===== src/rtl/rpfa_pkg.sv =====
// rpfa_pkg: shared types, command and status codes for the page frame allocator.
// No dependencies; imported by rpfa_ctrl, rpfa_dp, the top level and the testbench.
package rpfa_pkg;

    // Free-bit summary geometry: one row holds the in-use bits of 64 frames.
    localparam int WORD_BITS = 64;
    localparam int BIT_W     = 6;

    // Request command codes
    localparam logic [1:0] CMD_ALLOC   = 2'd0;
    localparam logic [1:0] CMD_RELEASE = 2'd1;
    localparam logic [1:0] CMD_RETAIN  = 2'd2;
    localparam logic [1:0] CMD_QUERY   = 2'd3;

    // Response status codes
    localparam logic [2:0] ST_OK      = 3'd0;
    localparam logic [2:0] ST_OOM     = 3'd1;
    localparam logic [2:0] ST_RANGE   = 3'd2;
    localparam logic [2:0] ST_UNALLOC = 3'd3;
    localparam logic [2:0] ST_SAT     = 3'd4;

    // Configuration register indexes (paddr[2])
    localparam logic REG_FIRST = 1'b0;
    localparam logic REG_LIMIT = 1'b1;

    typedef enum logic [2:0] {
        S_CLEAR,
        S_IDLE,
        S_READ,
        S_SCAN,
        S_COMMIT,
        S_EVAL,
        S_RESP
    } fsm_state_t;

    // Controller -> datapath
    typedef struct packed {
        logic idle;
        logic clear_step;
        logic accept;
        logic read;
        logic scan;
        logic commit;
        logic eval;
        logic respond;
    } ctrl_cmd_t;

    // Datapath -> controller
    typedef struct packed {
        logic clear_last;
        logic is_alloc;
        logic scan_hit;
        logic scan_done;
        logic out_free;
    } dp_status_t;

    // Index of the single set bit of a one-hot word.
    function automatic logic [BIT_W-1:0] onehot_index(input logic [WORD_BITS-1:0] v);
        logic [BIT_W-1:0] r;
        r = '0;
        for (int i = 0; i < WORD_BITS; i++)
        begin
            if (v[i])
            begin
                r = r | BIT_W'(i);
            end
        end
        return r;
    endfunction

endpackage


===== src/rtl/rpfa_ctrl.sv =====
// rpfa_ctrl: sequencing state machine of the page frame allocator.
// Depends on rpfa_pkg (state enum, command and status structs).
module rpfa_ctrl import rpfa_pkg::*; (
    input  logic       clk,
    input  logic       rst_n,
    input  logic       req_valid,
    input  dp_status_t stat,
    output ctrl_cmd_t  cmd
);

    fsm_state_t state_reg, state_next;

    always_ff @(posedge clk or negedge rst_n)
    begin
        if (!rst_n)
        begin
            state_reg <= S_CLEAR;
        end
        else
        begin
            state_reg <= state_next;
        end
    end

    always_comb
    begin
        state_next = state_reg;
        unique case (state_reg)
            S_CLEAR:
            begin
                if (stat.clear_last)
                begin
                    state_next = S_IDLE;
                end
            end
            S_IDLE:
            begin
                if (req_valid)
                begin
                    state_next = S_READ;
                end
            end
            S_READ:
            begin
                state_next = stat.is_alloc ? S_SCAN : S_EVAL;
            end
            S_SCAN:
            begin
                if (stat.scan_hit)
                begin
                    state_next = S_COMMIT;
                end
                else if (stat.scan_done)
                begin
                    state_next = S_RESP;
                end
            end
            S_COMMIT: state_next = S_RESP;
            S_EVAL:   state_next = S_RESP;
            S_RESP:
            begin
                if (stat.out_free)
                begin
                    state_next = S_IDLE;
                end
            end
            default:  state_next = S_CLEAR;
        endcase
    end

    always_comb
    begin
        cmd = '0;
        unique case (state_reg)
            S_CLEAR:  cmd.clear_step = 1'b1;
            S_IDLE:
            begin
                cmd.idle   = 1'b1;
                cmd.accept = req_valid;
            end
            S_READ:   cmd.read    = 1'b1;
            S_SCAN:   cmd.scan    = 1'b1;
            S_COMMIT: cmd.commit  = 1'b1;
            S_EVAL:   cmd.eval    = 1'b1;
            S_RESP:   cmd.respond = 1'b1;
            default:  cmd = '0;
        endcase
    end

endmodule


===== config.mk =====
export PLATFORM = sky130hd
export DESIGN_NAME = rpfa_ctrl
export DESIGN_NICKNAME = d
export VERILOG_FILES = /design/src/rtl/rpfa_pkg.sv /design/src/rtl/rpfa_ctrl.sv
export SDC_FILE = /design/constraint.sdc
export NUM_CORES = 1
export LEC_CHECK = 0
export BUFFER_PORTS_ARGS = -buffer_cell sky130_fd_sc_hd__buf_2
export CAP_MARGIN = 20
export CELL_PAD_IN_SITES_DETAIL_PLACEMENT = 1
export CELL_PAD_IN_SITES_GLOBAL_PLACEMENT = 1
export CORE_AREA = 10 10 47 49
export CTS_BUF_LIST = sky130_fd_sc_hd__clkbuf_8
export DETAILED_ROUTE_END_ITERATION = 16
export DIE_AREA = 0 0 57 59
export HOLD_SLACK_MARGIN = 0.15
export PLACE_DENSITY = 0.64
export SYNTH_ARGS = -nofsm -noshare
export SYNTH_HDL_FRONTEND = slang
export SYNTH_SLANG_ARGS = --single-unit

===== constraint.sdc =====
create_clock -name clk -period 1.3 [get_ports clk]
set_clock_uncertainty 0.15 [all_clocks]
set_input_delay 0.065 -clock clk [delete_from_list [all_inputs] [get_ports clk]]
set_output_delay 0.065 -clock clk [all_outputs]
set_load 0.01 [all_outputs]

## Word level (Yosys, flattened, before mapping)

Index checks and enable logic that the tools add are counted.

| operators by class | value |
|---|---|
| muxes and demuxes | 15 |
| eq/ne operators | 10 |
| reductions and logical operators | 3 |

Operators by type and width:

| operator | number |
|---|---|
| $mux 3 | 6 |
| $pmux 3 s6 | 1 |
| $eq 3x3->1 const B | 3 |
| $mux 1 | 8 |
| $eq 3x2->1 const B | 2 |
| $ne 2x2->1 const B | 3 |
| $reduce_and 4->1 | 1 |
| $eq 3x1->1 const B | 1 |
| $logic_not 3->1 | 1 |
| $ne 3x3->1 const B | 1 |
| $reduce_or 2->1 | 1 |

| storage, ports and cells | value |
|---|---|
| output and inout bits | 8 |
| register bits | 3 |
| logic and storage cells | 29 |
| input bits | 8 |

## Depth between registers and ports, before layout

Gate-level depths: netlist (run 1).

| logic depth | value |
|---|---|
| depth in word-level cells | 3 |
| depth in mapped cells | 4 |
| mapped depth without buffers | 3 |

## Worst setup path after synthesis (run 1)

No wires, ideal clock.

| timing | value |
|---|---|
| kind | flip-flop to flip-flop |
| start | register state_reg[2] |
| end | register state_reg[1] |
| data arrival time | 0.981 ns |
| buffers on the path | 1 |
| setup time | 0.126 ns |
| clock period less this slack | 1.257 ns |
| data required time | 1.024 ns |
| cell stages (with the launch flop) | 5 |
| setup slack | 0.043 ns |
| cell sequence | dfrtp_1 > buf_6 > nand2b_1 > o32ai_1 > a221o_1 |

| on the way | value |
|---|---|
| longest elaborated chain between the ends | 3 |
| elaborated cells on any way between the ends | 14 |
| those cells by class | eq/ne: 10; mux: 1; reduce/logical: 3 |

Ends and longest elaborated chain:

| what | RTL line | RTL |
|---|---|---|
| from (decl) | rpfa_ctrl.sv:11 | `fsm_state_t state_reg, state_next;` |
| from (signal assigned) | rpfa_ctrl.sv:21 | `state_reg <= state_next;` |
| $eq 3x3->1 (tied with other cells) | rpfa_ctrl.sv:28 | `unique case (state_reg)` |
| $reduce_or 2->1 (no line) (tied with other cells) | - |  |
| $pmux 3 s6 / $reduce_and 4->1 (equally long branches) | - |  |

Parallel ways exist; a longest one is shown, timed or not.
A chain may end at the register's enable or synchronous reset.

==> results of run 1 <==
-- metrics by stage --
stage | TNS [ns] | util
floorplan | 0 | -
global placement | 0 | 0.268
detailed placement | 0 | 0.268
CTS | -0.285 | 0.377
global route | -0.608 | 0.398
finish | -0.185 | 0.398
-- per-layer routing --
layer,vias up,global-route usage,part of all wire
met1,169,0.0751,0.39
met3,3,0.0300,0.059
met5,-,0,0
li1,184,-,-
met2,12,0.116,0.53
met4,0,0.0503,0.018
-- worst max-delay path, stage by stage (launching register included) --
cell      delay [ns]
dfrtp_2         0.42
nand2b_4        0.18
nor2_4          0.08
and2_1          0.12
buf_2           0.12
-- synthesized netlist by cell type --
cell,number
nor2_1,10
nand2b_4,1
buf_6,1
o21ai_0,3
and2_1,1
a22o_1,1
o32ai_1,2
dfrtp_1,3
buf_2,2
and3_2,1
a221o_1,1
a21oi_1,4
nand2b_1,1
inv_1,2
nor3_1,2
-- kinds of logic after synthesis --
kind of cell,share of synthesized area
AOI/OAI and AO/OA,0.278
buffers and inverters,0.112
DFF,0.293
and+or+nand+nor,0.317
-- final cells by class --
class | instances | area (µm²)
Fill cell | 179 | 843
Timing Repair Buffer | 30 | 218
Multi-Input combinational cell | 27 | 190
Sequential cell | 3 | 77.6
Clock buffer | 3 | 41.3
Tap cell | 16 | 20.0
Inverter | 2 | 7.51
Clock inverter | 1 | 3.75
-- what timing repair did --
item                                    4_1_cts  5_1_grt
setup buffers                                 1        0
resized for setup                             5       10
hold buffers                                  8        0
endpoints found under the hold margin         5        0
pin swaps                                     2        2
endpoints found under the setup margin        7        9
-- power by group through the flow --
| stage | Clock, µW | Combinational, µW | Sequential, µW |
|---|---|---|---|
| 6_report | 267 | 871 | 197 |
| 5_1_grt | 277 | 966 | 206 |
| 3_3_place_gp | 0 | 668 | 186 |
| 2_1_floorplan | 0 | 440 | 165 |
| 3_5_place_dp | 0 | 675 | 188 |
| 4_1_cts | 272 | 791 | 193 |
-- worst max path at each step --
stage / from / end / slack [ns] / cells after the start
2_1_floorplan: state_reg[2] / state_reg[1] / 0.04 / 4
3_3_place_gp: state_reg[0] / state_reg[1] / 0.04 / 3
3_5_place_dp: state_reg[0] / state_reg[1] / 0.01 / 4
4_1_cts: state_reg[2] / cmd[5] / -0.06 / 4
5_1_grt: state_reg[0] / state_reg[1] / -0.11 / 4
6_report: state_reg[2] / cmd[5] / -0.05 / 4
==> flow_metrics.py, run 1 <==
metrics = {
    "pwr": {
        "power_frac_seq": 0.148,
        "powerDensity_nw_per_um2": 2390,
        "p_leak_uw": 0.000273,
        "ir_worst_vdd_uv": 673,
        "sw_frac_of_total": 0.414,
        "switchingPower_uw": 553,
        "p_int_uw": 782,
        "pwr-share-clk": 0.200,
        "power_uw": 1340,
        "p_comb_frac": 0.652,
    },
    "yosys": {
        "syn_area_per_cell_um2": 7.33,
        "yosysTopAreaCell": "dfrtp_1",
        "syn_nets": 43,
        "yosysUniqueCellTypes": 15,
        "ys_seq_area_frac": 0.293,
        "ys_seq_elements": 3,
        "synthCells": 35,
        "netlist_area_um2": 256,
        "netlist_top_cells_area": "dfrtp_1 29%, nor2_1 15%, a21oi_1 7.8%",
        "synth_top_area_share": 0.293,
        "yosysWarningCount": 0,
    },
    "clock_tree": {
        "clock-sinks": 3,
        "numCtsBuffers": 3,
        "insertion_delay_ns": 0.22,
        "cts_root_buffer": "clkbuf_8",
        "htree_levels": 1,
        "clock_path_buffers": 2,
        "cts_tree": "done",
        "path_clk_slew_ns": 0.03,
    },
    "place": {
        "port_buffers": 15,
        "place_ws_ns": 0.0115,
        "dpl_cell_area_um2": 375,
        "gp_congestion": 0.829,
        "dp_cells": 69,
        "hpwlAfterDp_um": 775,
    },
    "die": {
        "core_area_um2": 1400,
        "placementRows": 14,
        "die_area_um2": 3360,
        "pin_count": 16,
        "die_w_um": 57,
        "start_util": 0.183,
        "die_h_um": 59,
    },
    "setup_path": {
        "cp-start-kind": "flop",
        "cp_max_fo": 4,
        "worstPathArrival_ns": 1.13,
        "r2r_end": "state_reg[1]",
        "cp-end-kind": "primary output",
        "worstSetupPathType": "reg2out",
        "ff2ff_setup_slack_ns": -0.04,
        "r2r_start": "state_reg[0]",
        "reg2reg_depth": 4,
        "worstPathRequired_ns": 1.09,
    },
    "sta": {
        "setup_viol": 5,
        "hold_viol": 0,
        "slew_headroom": 0.831,
        "period_minus_slack_ns": 1.35,
        "hold_slack_ns": 0.512,
        "fmax_ghz": 0.742,
        "worst_pin_slew_ns": 0.252,
        "slew_violations": 0,
        "final.period_utilization": 1.04,
        "setup_ws_ns": -0.0472,
        "rsz0062_at_grt": "yes",
    },
    "cells_and_area": {
        "layout_commonest_cell": "buf_2",
        "fin_area_um2": 558,
        "area_growth_pct": 118,
        "final_cell_mix": "14 x buf_2, 8 x dlygate4sd3_1, 6 x nor2_1, 6 x buf_4, 4 x a21oi_1",
        "fin_nets": 75,
        "fin_cells": 82,
        "largest_register_ffs": 3,
        "antenna_cells": 0,
        "drive_gt1_frac": 0.545,
    },
    "grt": {
        "antenna_found_initial": 0,
        "grt_max_degree": 10,
        "grt_pass1_wl_mm": 1.91,
        "first_global_vias": 411,
        "overflow": 0,
        "grt_usage": 0.0723,
    },
    "drt": {
        "dr.pass1.iters": 4,
        "wl_per_cell_um": 13.8,
        "post-route-drc-count": 0,
        "drt_wl_total_mm": 1.14,
        "num_vias": 368,
        "first_iter_violations": 4,
        "detail-route-antenna-nets": 0,
        "routed_via_density": 4.49,
    },
    "min_path": {
        "hold_depth": 2,
        "worstHoldStart": "state_reg[2]",
        "hold_class": "reg2reg",
        "min_to": "state_reg[2]",
    },
    "outcome": {
        "status": "complete, but fails checks",
        "violations": "setup timing",
    },
    "run": {
        "drv_cap": 0,
    },
}
No activity file was read; power rests on OpenSTA's default activity.
==> inputs of run 2 (changes only) <==
--- a/config.mk
+++ b/config.mk
@@ -5,7 +5,7 @@
 export SDC_FILE = /design/constraint.sdc
 export NUM_CORES = 1
 export LEC_CHECK = 0
-export BUFFER_PORTS_ARGS = -buffer_cell sky130_fd_sc_hd__buf_2
+export BUFFER_PORTS_ARGS = -buffer_cell sky130_fd_sc_hd__buf_4
 export CAP_MARGIN = 20
 export CELL_PAD_IN_SITES_DETAIL_PLACEMENT = 1
 export CELL_PAD_IN_SITES_GLOBAL_PLACEMENT = 1
==> run 2 against run 1 <==
  * The flow still finishes with violations (setup timing)
  * Utilization is 4.7 points higher
  * Critical path depth unchanged
  * Via count up 0.54%
  * Clock-buffer cell count is the same
  * Final cell count stayed put
  * First-iteration DRC count shrank 50%
  * Critical endpoint is now cmd[0]
  * Highest routed layer is now met3
==> flow_metrics.py, run 2 (synthesized netlist as in run 1, its figures left out) <==
metrics = {
    "sta": {
        "finalSetupTns_ns": -0.109,
        "worst_pin_slew_ns": 0.277,
        "setup_ws_ns": -0.0303,
        "fmax_ghz": 0.752,
        "rsz0062_at_grt": "yes",
        "final.period_utilization": 1.02,
        "hold_viol": 0,
        "slew_violations": 0,
        "hold_slack_ns": 0.515,
        "period_minus_slack_ns": 1.33,
        "slew_headroom": 0.815,
        "setup_viol": 4,
    },
    "place": {
        "port_buffers": 15,
        "place_ws_ns": -0.00534,
        "gp_congestion": 0.848,
        "dpl_cell_area_um2": 413,
        "dp_cells": 69,
        "hpwlAfterDp_um": 765,
    },
    "cells_and_area": {
        "fin_area_um2": 624,
        "final_cell_mix": "15 x buf_4, 8 x dlygate4sd3_1, 7 x buf_6",
        "largest_register_ffs": 3,
        "area_growth_pct": 143,
        "fill_cells": 165,
        "fin_nets": 75,
        "layout_commonest_cell": "buf_4",
        "fin_cells": 82,
        "antenna_cells": 0,
        "drive_gt1_frac": 0.561,
    },
    "die": {
        "placementRows": 14,
        "die_area_um2": 3360,
        "start_util": 0.183,
        "die_h_um": 59,
        "pin_count": 16,
        "core_area_um2": 1400,
        "die_w_um": 57,
    },
    "drt": {
        "routed_via_density": 4.51,
        "dr.pass1.iters": 4,
        "post-route-drc-count": 0,
        "wl_per_cell_um": 12.3,
        "first_iter_violations": 2,
        "detail-route-antenna-nets": 0,
        "drt_wl_total_mm": 1.01,
        "num_vias": 370,
    },
    "setup_path": {
        "crit_path_top_delay_cell": "dfrtp_2",
        "r2r_end": "state_reg[1]",
        "worstPathRequired_ns": 1.09,
        "reg2reg_depth": 4,
        "cp-start-kind": "flop",
        "worstPathArrival_ns": 1.12,
        "ff2ff_setup_slack_ns": 0.01,
        "cp-end-kind": "primary output",
        "crit_chain": "nand2b_4 > buf_6 > nor2_4 > buf_6",
        "slowest_delay_ns": 0.44,
        "cp_max_fo": 4,
        "worstSetupPathType": "reg2out",
        "cp_common_cell": "buf_6",
        "r2r_start": "state_reg[2]",
    },
    "clock_tree": {
        "path_clk_slew_ns": 0.03,
        "clock_path_buffers": 2,
        "cts_root_buffer": "clkbuf_8",
        "cts_tree": "done",
        "numCtsBuffers": 3,
        "htree_levels": 1,
        "clock-sinks": 3,
        "insertion_delay_ns": 0.21,
    },
    "grt": {
        "met1_usage": 0.0610,
        "grt_usage": 0.0624,
        "gr-max-usage-layer": "met2",
        "grt_max_degree": 10,
        "met3_usage": 0.0279,
        "first_global_vias": 411,
        "antenna_found_initial": 0,
        "grt_pass1_wl_mm": 1.67,
        "grt.met2_usage": 0.101,
        "overflow": 0,
    },
    "outcome": {
        "status": "complete, but fails checks",
        "violations": "setup timing",
    },
    "pwr": {
        "powerDensity_nw_per_um2": 2300,
        "ir_worst_vdd_uv": 648,
        "p_leak_uw": 0.000288,
    },
    "min_path": {
        "min_to": "state_reg[2]",
        "hold_depth": 2,
        "worstHoldStart": "state_reg[2]",
        "hold_class": "reg2reg",
    },
    "run": {
        "drv_cap": 0,
    },
}
[run 2: changes by cell type in the layout (fill, tap and decap cells not counted)]
cell	delta
nor2_2	-2
buf_2	-14
buf_4	+9
buf_6	+5
and2_4	+1
nor2_4	+2
and2_1	-1
[run 2: worst max path at each step]
stage | startpoint | endpoint | slack, ns
after floorplan | state_reg[2] | state_reg[1] | 0.04
after global placement | state_reg[0] | state_reg[1] | 0.02
after detailed placement | state_reg[0] | state_reg[1] | -0.005
after CTS | state_reg[2] | cmd[5] | -0.07
after global routing | state_reg[0] | cmd[2] | -0.07
final | state_reg[0] | cmd[0] | -0.03
[run 2: stage by stage]
step | power [µW] | utilization
finish | 1430 | 0.446
global route | 1550 | 0.446
CTS | 1320 | 0.410
detailed placement | 923 | 0.295
global placement | 908 | 0.295
floorplan | 605 | -
[run 2: repair_timing]
action | CTS | global route
pin swaps | 1 | 3
endpoints found under the setup margin | 7 | 9
gates resized for setup | 10 | 13
hold buffers | 8 | 0
setup buffers | 0 | 1
hold endpoints to repair | 6 | 0
[run 2: worst max-delay path, delay by kind of cell, from the launching register on]
family        cells  cell delay (ns)
buf+inv           2             0.22
flops             1             0.44
simple gates      2             0.24
[run 2: final cells by class]
class                      count  area [µm²]  share of cell area
tap                           16        20.0              0.0321
timing repair buffer          30         272               0.435
clock buffer                   3        41.3              0.0661
clock inverter                 1        3.75             0.00601
sequential                     3        77.6               0.124
multi-input combinational     27         203               0.325
inverter                       2        7.51              0.0120
[run 2: per-layer routing]
layer | up-vias | wire, µm
li1 | 185 | -
met1 | 176 | 400
met2 | 9 | 559
met3 | 0 | 51
met4 | 0 | 0
met5 | - | 0
[run 2: power breakdown]
part	switching, µW	leakage [µW]	internal [µW]
clock network	59.2	0.0000269	201
logic	442	0.000227	527
registers	54.6	0.0000344	148
==> inputs of run 3 (changes only) <==
--- a/config.mk
+++ b/config.mk
@@ -5,6 +5,7 @@
 export SDC_FILE = /design/constraint.sdc
 export NUM_CORES = 1
 export LEC_CHECK = 0
+export ABC_AREA = 1
 export BUFFER_PORTS_ARGS = -buffer_cell sky130_fd_sc_hd__buf_4
 export CAP_MARGIN = 20
 export CELL_PAD_IN_SITES_DETAIL_PLACEMENT = 1
@@ -14,7 +15,7 @@
 export DETAILED_ROUTE_END_ITERATION = 16
 export DIE_AREA = 0 0 57 59
 export HOLD_SLACK_MARGIN = 0.15
-export PLACE_DENSITY = 0.64
+export PLACE_DENSITY = 0.77
 export SYNTH_ARGS = -nofsm -noshare
 export SYNTH_HDL_FRONTEND = slang
 export SYNTH_SLANG_ARGS = --single-unit
==> run 3 against run 2 <==
  * The run still ends with setup timing left
  * Final cell count increased by 24%
  * Utilization increased by 12 points
  * Clock power rose by 7%
  * Flip-flop and latch count is the same
  * Fmax is 3.4% lower
  * Critical path depth is 1 higher
==> flow_metrics.py, run 3 <==
metrics = {
    "outcome": {
        "status": "complete, but fails checks",
        "violations": "setup timing",
    },
    "setup_path": {
        "reg2reg_depth": 7,
        "cp_max_fo": 6,
        "crit_path_top_delay_cell": "dfrtp_2",
        "cp-end-kind": "primary output",
        "critPathBufInv": 3,
        "r2r_start": "state_reg[0]",
        "r2r_end": "state_reg[0]",
        "crit_family": "flip-flops",
        "ff2ff_setup_slack_ns": -0.05,
        "crit_chain": "buf_6 > nand2_4 > nor2_4 > buf_6 > buf_6",
        "slowest_delay_ns": 0.46,
        "cp-start-kind": "flop",
        "cp_common_cell": "buf_6",
        "worstPathArrival_ns": 1.16,
        "worstPathRequired_ns": 1.09,
        "worstSetupPathType": "reg2out",
    },
    "yosys": {
        "syn_nets": 60,
        "synth-xor-area-share": 0,
        "yosysUniqueCellTypes": 19,
        "yosys_most_used_dff": "dfrtp_1",
        "synthCells": 52,
        "synth_edf_count": 0,
        "synth_top_area_share": 0.203,
        "synthArstFlopShare": 1.00,
        "netlist_top_cells_area": "dfrtp_1 20%, nand2_1 10%, buf_6 9.1%",
        "synth_compound_area_frac": 0.0878,
        "yosysTopAreaCell": "dfrtp_1",
        "yosys.area_share.simple": 0.510,
        "ys_seq_area_frac": 0.203,
        "syn_area_per_cell_um2": 7.12,
        "synth_common_cells": "10 x nand2_1, 7 x inv_1, 5 x nand2_2",
        "ys_seq_elements": 3,
        "synth.most_common_cell": "nand2_1",
        "yosysWarningCount": 0,
        "synthMuxAreaShare": 0,
        "synth_top_family_by_area": "simple AND/OR/NAND/NOR gates",
        "synth_adder_area_share": 0,
        "netlist_area_um2": 370,
    },
    "cells_and_area": {
        "antenna_cells": 0,
        "area_growth_pct": 113,
        "largest_register_ffs": 3,
        "fin_nets": 95,
        "layout_commonest_cell": "buf_6",
        "final_cell_mix": "14 x buf_6, 13 x buf_4, 8 x nand2_1",
        "fin_area_um2": 790,
        "drive_gt1_frac": 0.674,
    },
    "min_path": {
        "min_to": "state_reg[0]",
        "hold_class": "in2reg",
        "hold_depth": 6,
        "worstHoldStart": "stat[4]",
    },
    "grt": {
        "grt_usage": 0.0835,
        "first_global_vias": 494,
        "overflow": 0,
        "grt_max_degree": 7,
        "grt_pass1_wl_mm": 2.26,
        "antenna_found_initial": 0,
    },
    "pwr": {
        "powerDensity_nw_per_um2": 2540,
        "p_leak_uw": 0.000402,
        "ir_worst_vdd_uv": 1170,
    },
    "die": {
        "start_util": 0.264,
        "die_w_um": 57,
        "die_h_um": 59,
        "core_area_um2": 1400,
        "die_area_um2": 3360,
        "pin_count": 16,
        "placementRows": 14,
    },
    "place": {
        "hpwlAfterDp_um": 915,
        "port_buffers": 15,
        "dpl_cell_area_um2": 507,
        "place_ws_ns": -0.102,
        "gp_congestion": 0.801,
    },
    "sta": {
        "setup_viol": 10,
        "setup_ws_ns": -0.0765,
        "final.period_utilization": 1.06,
        "rsz0062_at_grt": "yes",
        "slew_headroom": 0.868,
        "slew_violations": 0,
        "period_minus_slack_ns": 1.38,
        "worst_pin_slew_ns": 0.198,
        "hold_viol": 0,
        "fmax_ghz": 0.726,
    },
    "drt": {
        "top_layer": "met4",
        "first_iter_violations": 1,
        "detail-route-antenna-nets": 0,
        "post-route-drc-count": 0,
        "routed_via_density": 4.44,
        "num_vias": 453,
        "dr.pass1.iters": 2,
        "wl_per_cell_um": 13.7,
        "drt_wl_total_mm": 1.39,
        "wl_met3_um": 87,
        "wl_met2_um": 752,
        "drt-met1-wl_um": 528,
    },
    "clock_tree": {
        "cts_root_buffer": "clkbuf_8",
        "insertion_delay_ns": 0.22,
        "numCtsBuffers": 3,
        "clock_path_buffers": 2,
        "htree_levels": 1,
        "clock-sinks": 3,
        "path_clk_slew_ns": 0.03,
        "cts_tree": "done",
    },
    "run": {
        "drv_cap": 0,
    },
}
==> run 3: routing by layer <==
metal	track usage	vias up
met2	0.152	11
met5	0	-
met4	0.0503	0
met1	0.0823	208
li1	-	232
met3	0.0236	2
==> run 3: repair_timing <==
action / CTS / global route
hold buffers: 5 / 0
resized for setup: 21 / 15
hold endpoints to repair: 5 / 0
setup buffers: 6 / 2
pin swaps: 2 / 3
endpoints found under the setup margin: 11 / 11
==> run 3: cell families after synthesis <==
family | after synthesis
buf+inv | 13
flops | 3
compound gates | 6
simple gates | 30
==> run 3: worst register-to-register path: stages, from the launching register on <==
cell and delay, ns:
dfrtp_2 0.45, buf_12 0.15, nor2_4 0.12, nand3_2 0.09
nand2_4 0.11, nor2_4 0.05, nand2_1 0.06, nand2_1 0.05
==> run 3: final cells by class <==
type | count | area [µm²]
clock inverter | 1 | 3.75
sequential | 3 | 78.8
inverter | 10 | 42.5
timing repair buffer | 33 | 325
fill | 166 | 612
tap | 16 | 20.0
clock buffer | 3 | 41.3
multi-input combinational | 36 | 278
==> run 3: how the worst max path moves through the flow <==
stage	from	endpoint	cells past startpoint	slack, ns
6_report	state_reg[1]	cmd[3]	5	-0.08
5_1_grt	state_reg[1]	state_reg[2]	8	-0.12
4_1_cts	state_reg[0]	cmd[4]	3	-0.08
3_5_place_dp	state_reg[0]	state_reg[0]	7	-0.10
3_3_place_gp	state_reg[0]	state_reg[1]	7	-0.05
2_1_floorplan	state_reg[1]	state_reg[0]	7	0.11
==> run 3: power breakdown <==
group | switching, µW | internal (µW)
logic | 696 | 767
registers | 115 | 152
clock network | 75.3 | 202
total | 886 | 1120
==> run 3: per-stage QoR <==
step	instances	hold slack (ns)	total power (µW)	TNS, ns	utilization
2_1_floorplan	52	-0.381	864	0	-
3_3_place_gp	85	-0.294	1110	-0.148	0.362
3_5_place_dp	85	-0.293	1140	-0.290	0.362
4_1_cts	100	0.178	1800	-0.470	0.517
5_1_grt	102	0.245	2160	-1.03	0.563
6_report	102	0.181	2010	-0.447	0.563
